<file path="src/hdl/swm_pkg.sv">
package swm_pkg;

   localparam int SAMPLE_W = 32;

   // command broadcast from the control logic to every cell
   typedef struct packed {
      logic                       load;    // replace the oldest entry
      logic                       prime;   // first sample: fill the whole row
      logic signed [SAMPLE_W-1:0] sample;
   } swm_cmd_type;

   // what a cell shows its neighbors
   typedef struct packed {
      logic signed [SAMPLE_W-1:0] value;
      logic                       gt;      // stored value above the new sample
   } swm_link_type;

endpackage

</file>
<file path="src/hdl/swm_cell.sv">
module swm_cell #(
   parameter int TAG_W = 6,
   parameter int INDEX = 0
) (
   input  logic                 clock,
   input  swm_pkg::swm_cmd_type cmd,
   input  logic [TAG_W-1:0]     slot,
   input  logic                 del_below,
   input  swm_pkg::swm_link_type lower_link,
   input  logic [TAG_W-1:0]     lower_tag,
   input  swm_pkg::swm_link_type upper_link,
   input  logic [TAG_W-1:0]     upper_tag,
   output swm_pkg::swm_link_type self_link,
   output logic [TAG_W-1:0]     self_tag,
   output logic                 self_del
);
   import swm_pkg::*;

   logic signed [SAMPLE_W-1:0] value_ff, value_in;
   logic [TAG_W-1:0]           tag_ff, tag_in;
   logic                       gt_self;
   logic                       rem_gt, rem_lo_gt;
   logic signed [SAMPLE_W-1:0] rem_value, rem_lo_value;
   logic [TAG_W-1:0]           rem_tag, rem_lo_tag;

   assign gt_self   = value_ff > cmd.sample;
   assign self_del  = (tag_ff == slot);
   assign self_link = '{value: value_ff, gt: gt_self};
   assign self_tag  = tag_ff;

   // entry at this place and one below once the oldest entry is gone
   always_comb begin
      if (del_below || self_del) begin
         rem_gt    = upper_link.gt;
         rem_value = upper_link.value;
         rem_tag   = upper_tag;
      end else begin
         rem_gt    = gt_self;
         rem_value = value_ff;
         rem_tag   = tag_ff;
      end
      if (del_below) begin
         rem_lo_gt    = gt_self;
         rem_lo_value = value_ff;
         rem_lo_tag   = tag_ff;
      end else begin
         rem_lo_gt    = lower_link.gt;
         rem_lo_value = lower_link.value;
         rem_lo_tag   = lower_tag;
      end
   end

   always_comb begin
      value_in = value_ff;
      tag_in   = tag_ff;
      if (cmd.prime) begin
         value_in = cmd.sample;
         tag_in   = TAG_W'(INDEX);
      end else if (cmd.load) begin
         if (!rem_gt) begin
            value_in = rem_value;
            tag_in   = rem_tag;
         end else if (!rem_lo_gt) begin
            value_in = cmd.sample;
            tag_in   = slot;
         end else begin
            value_in = rem_lo_value;
            tag_in   = rem_lo_tag;
         end
      end
   end

   always_ff @(posedge clock) begin
      value_ff <= value_in;
      tag_ff   <= tag_in;
   end

endmodule

</file>
<file path="config.mk">
export PLATFORM = sky130hd
export DESIGN_NAME = swm_cell
export DESIGN_NICKNAME = d
export VERILOG_FILES = /design/src/hdl/swm_pkg.sv /design/src/hdl/swm_cell.sv
export SDC_FILE = /design/constraint.sdc
export NUM_CORES = 1
export LEC_CHECK = 0
export ABC_CLOCK_PERIOD_IN_PS = 6600
export BUFFER_PORTS_ARGS = -buffer_cell sky130_fd_sc_hd__buf_2
export CORE_MARGIN = 1.5
export CORE_UTILIZATION = 51
export DETAILED_ROUTE_END_ITERATION = 12
export PLACE_DENSITY_LB_ADDON = 0.15
export SETUP_SLACK_MARGIN = 0.3
export SLEW_MARGIN = 30
export SYNTH_ARGS = -nofsm -noshare
export SYNTH_HDL_FRONTEND = slang
export SYNTH_SLANG_ARGS = --single-unit
</file>
<file path="constraint.sdc">
create_clock -name clock -period 6.6 [get_ports clock]
set_clock_uncertainty 0.1 [all_clocks]
set_input_delay 0.66 -clock clock [delete_from_list [all_inputs] [get_ports clock]]
set_output_delay 0.66 -clock clock [all_outputs]
set_load 0.05 [all_outputs]
</file>
==> summary.txt <==
Worst Setup Slack, final - 2.588 ns
Total negative slack - 0 ns
Io pins - 160
Power density cells - 246.6 nW/um2
Worst Path Class, Setup - in2reg
Post-cts sizing count - 0
Tot Pwr - 0.001044 W
RSZ-0062 raised after global routing - false
Synth top area cells - edfxtp_1 29%, ha_1 12%, mux2_2 9.4%
Fin crit period - 4.012 ns
Final Cycle Share - 0.6079
Core area - 6350 um2
Syn_area_per_cell - 9.862 um2
Fmax - 249.3 MHz
Status - finished, final reports clean
Area of the mapped netlist - 3343 um2
Max-slew headroom - 0.4084
Detail Route Antenna Nets - 0
Endpoints failing hold - 0
Vias/cell - 5.550
Clock buffer depth - 2
Final setup fails - 0
DP Worst Slack - 2.257 ns
Initial antenna violation count - 0
First-pass DRT Iterations - 4
Maximum capacitance violations - 0
DIE HEIGHT - 83.97 um
TritonCTS buffer count - 5
Critical path cell sequence - buf_2, inv_1, ha_1, nand4_2, nor3_1, a211oi_2, nand2_1, or4_4, a41o_2, a21oi_4, o22a_1
Yosys cell types - 47
Placement Cell Area - 4143 um2
Slowest CP cell - a21oi_4
Lkg Pwr - 1.993 nW
Layout cells sized above 1 - 0.4351
Cells after DPL - 554
Postcts setup bufs - 0
Post-synth top cells - 34 x inv_1, 32 x edfxtp_1, 32 x ha_1, 32 x o22a_1, 32 x or3_1
Seq/Total Area, Yosys - 0.3234
First-pass GRT wire length - 14410 um
Overall via count from detail_route - 3119
H-tree levels - 2
Worst Setup End Kind - flip-flop
Layout fillers - 567
Max IR drop VDD - 133.0 uV
Worst Path Arrival - 4.06 ns
Final Max Tran Viols - 0
Synthesized flop and latch total - 38
# nets final - 636
Final cell count without fillers - 562
CP Launch Type - primary input
Post-synth EDFFs - 32
Post-DP HPWL - 6380 um
CTS tree - built
Least-Margin Pin Slew - 0.8854 ns
Worst min-delay path class - reg2reg
Routability Congestion - 0.7637
Row count - 29
CP Data Required Time - 6.65 ns
Dominant synthesized flop cell - edfxtp_1
Routed wire per std cell - 15.40 um
1st-iter DRT viols - 102
Latest clock arrival within the worst-skew pair - 0.29 ns
Largest net degree at the start of global routing - 46
Top-count cell post-synth - inv_1
Top cell type's share of synthesized area - 0.2874
Vias in the first global route - 3073
Ys Warns - 0
Sink Count - 38
Die width - 83.97 um
Root Driver - clkbuf_8
Hold bufs inserted after CTS - 0
Initial core utilization - 0.5265
Post-Syn Instances - 339
Mapped Nets - 491
Diode count - 0
Gr ovfl total - 0
Die area - 7050 um2
Clk pin slew, worst setup/hold paths - 0.07 ns
Post-Layout Inst Area - 4233 um2
Buffers on Ports - 159
DRC Markers - 0
GRT Total Usage - 0.2502
Synthesis-to-layout area growth - 26.61%
Drt total wl - 8652 um
Dominant cell type by area after synthesis - edfxtp_1
Critical Path Max Stage Delay - 0.84 ns
FFs w/ async S/R, synth - 0
Critical path fanouts, max - 39
cells by family after synthesis:
kind of cell	share of synthesized area
AOI/OAI and AO/OA	0.1912
xor gates and xnor gates	0.01572
adders and majority gates	0.1198
buffers and inverters	0.07335
DFF	0.3234
muxes	0.1153
and+or+nand+nor	0.1613
sequential cells by signal, summed over array words and instances (netlist names):
name      count
value_ff     32
self_tag      6
path summary, 6_finish.rpt:
| path | depth (start not counted) | slack [ns] | from | end |
|---|---|---|---|---|
| worst max-delay path | 11 | 2.59 | cmd[31] | value_ff[6] |
| worst min-delay path | 2 | 0.45 | self_tag[1] | self_tag[1] |
| worst max register to register | 8 | 2.63 | value_ff[31] | value_ff[6] |
| worst min register to register | 2 | 0.45 | self_tag[1] | self_tag[1] |
area by class of cell:
class                           instances  area, um2  share of cell area
Clock buffer                            8      90.09             0.02128
Inverter                               34      127.6             0.03015
Tap cell                               77      96.34             0.02276
Sequential cell                        38       1081              0.2554
Timing Repair Buffer                  160      803.3              0.1898
Multi-Input combinational cell        245       2034              0.4806
stage by stage:
| step | util | hold WS, ns |
|---|---|---|
| 2_1_floorplan | - | 0.6584 |
| 3_3_place_gp | 0.6524 | 0.4373 |
| 3_5_place_dp | 0.6524 | 0.4440 |
| 4_1_cts | 0.6666 | 0.4553 |
| 5_1_grt | 0.6666 | 0.4807 |
| 6_report | 0.6666 | 0.4527 |
placed cells by master (no fill, tap or decap), types with 7 or more instances in the layout:
cell type and instances:
or3_1 32, a21oi_1 20, nand4_1 9, o21a_1 7, o21ai_0 7, nand2_1 15
edfxtp_1 32, o22a_1 32, mux2_2 28, ha_1 32, buf_2 159, inv_1 34
power breakdown:
part	leakage, nW	total [W]	internal [W]	switching [W]
clock	0.0455	0.000167	0.0000853	0.0000815
combinational	1.58	0.000537	0.000200	0.000337
sequential	0.365	0.000340	0.000313	0.0000264
total	1.99	0.00104	0.000599	0.000445
per-layer routing:
layer,GRT usage,wire length (um)
met4,0.06110,102
met2,0.4406,4300
met3,0.03858,469
met5,0,0
met1,0.3213,3781
worst max-delay path: cells and delay by family:
kind            cells  cell delay [ns]
compound gates      4             1.94
fa+ha+maj           1             0.36
simple gates        4             0.97
buf+inv             2             0.13
(Power assumes the default switching activity.)
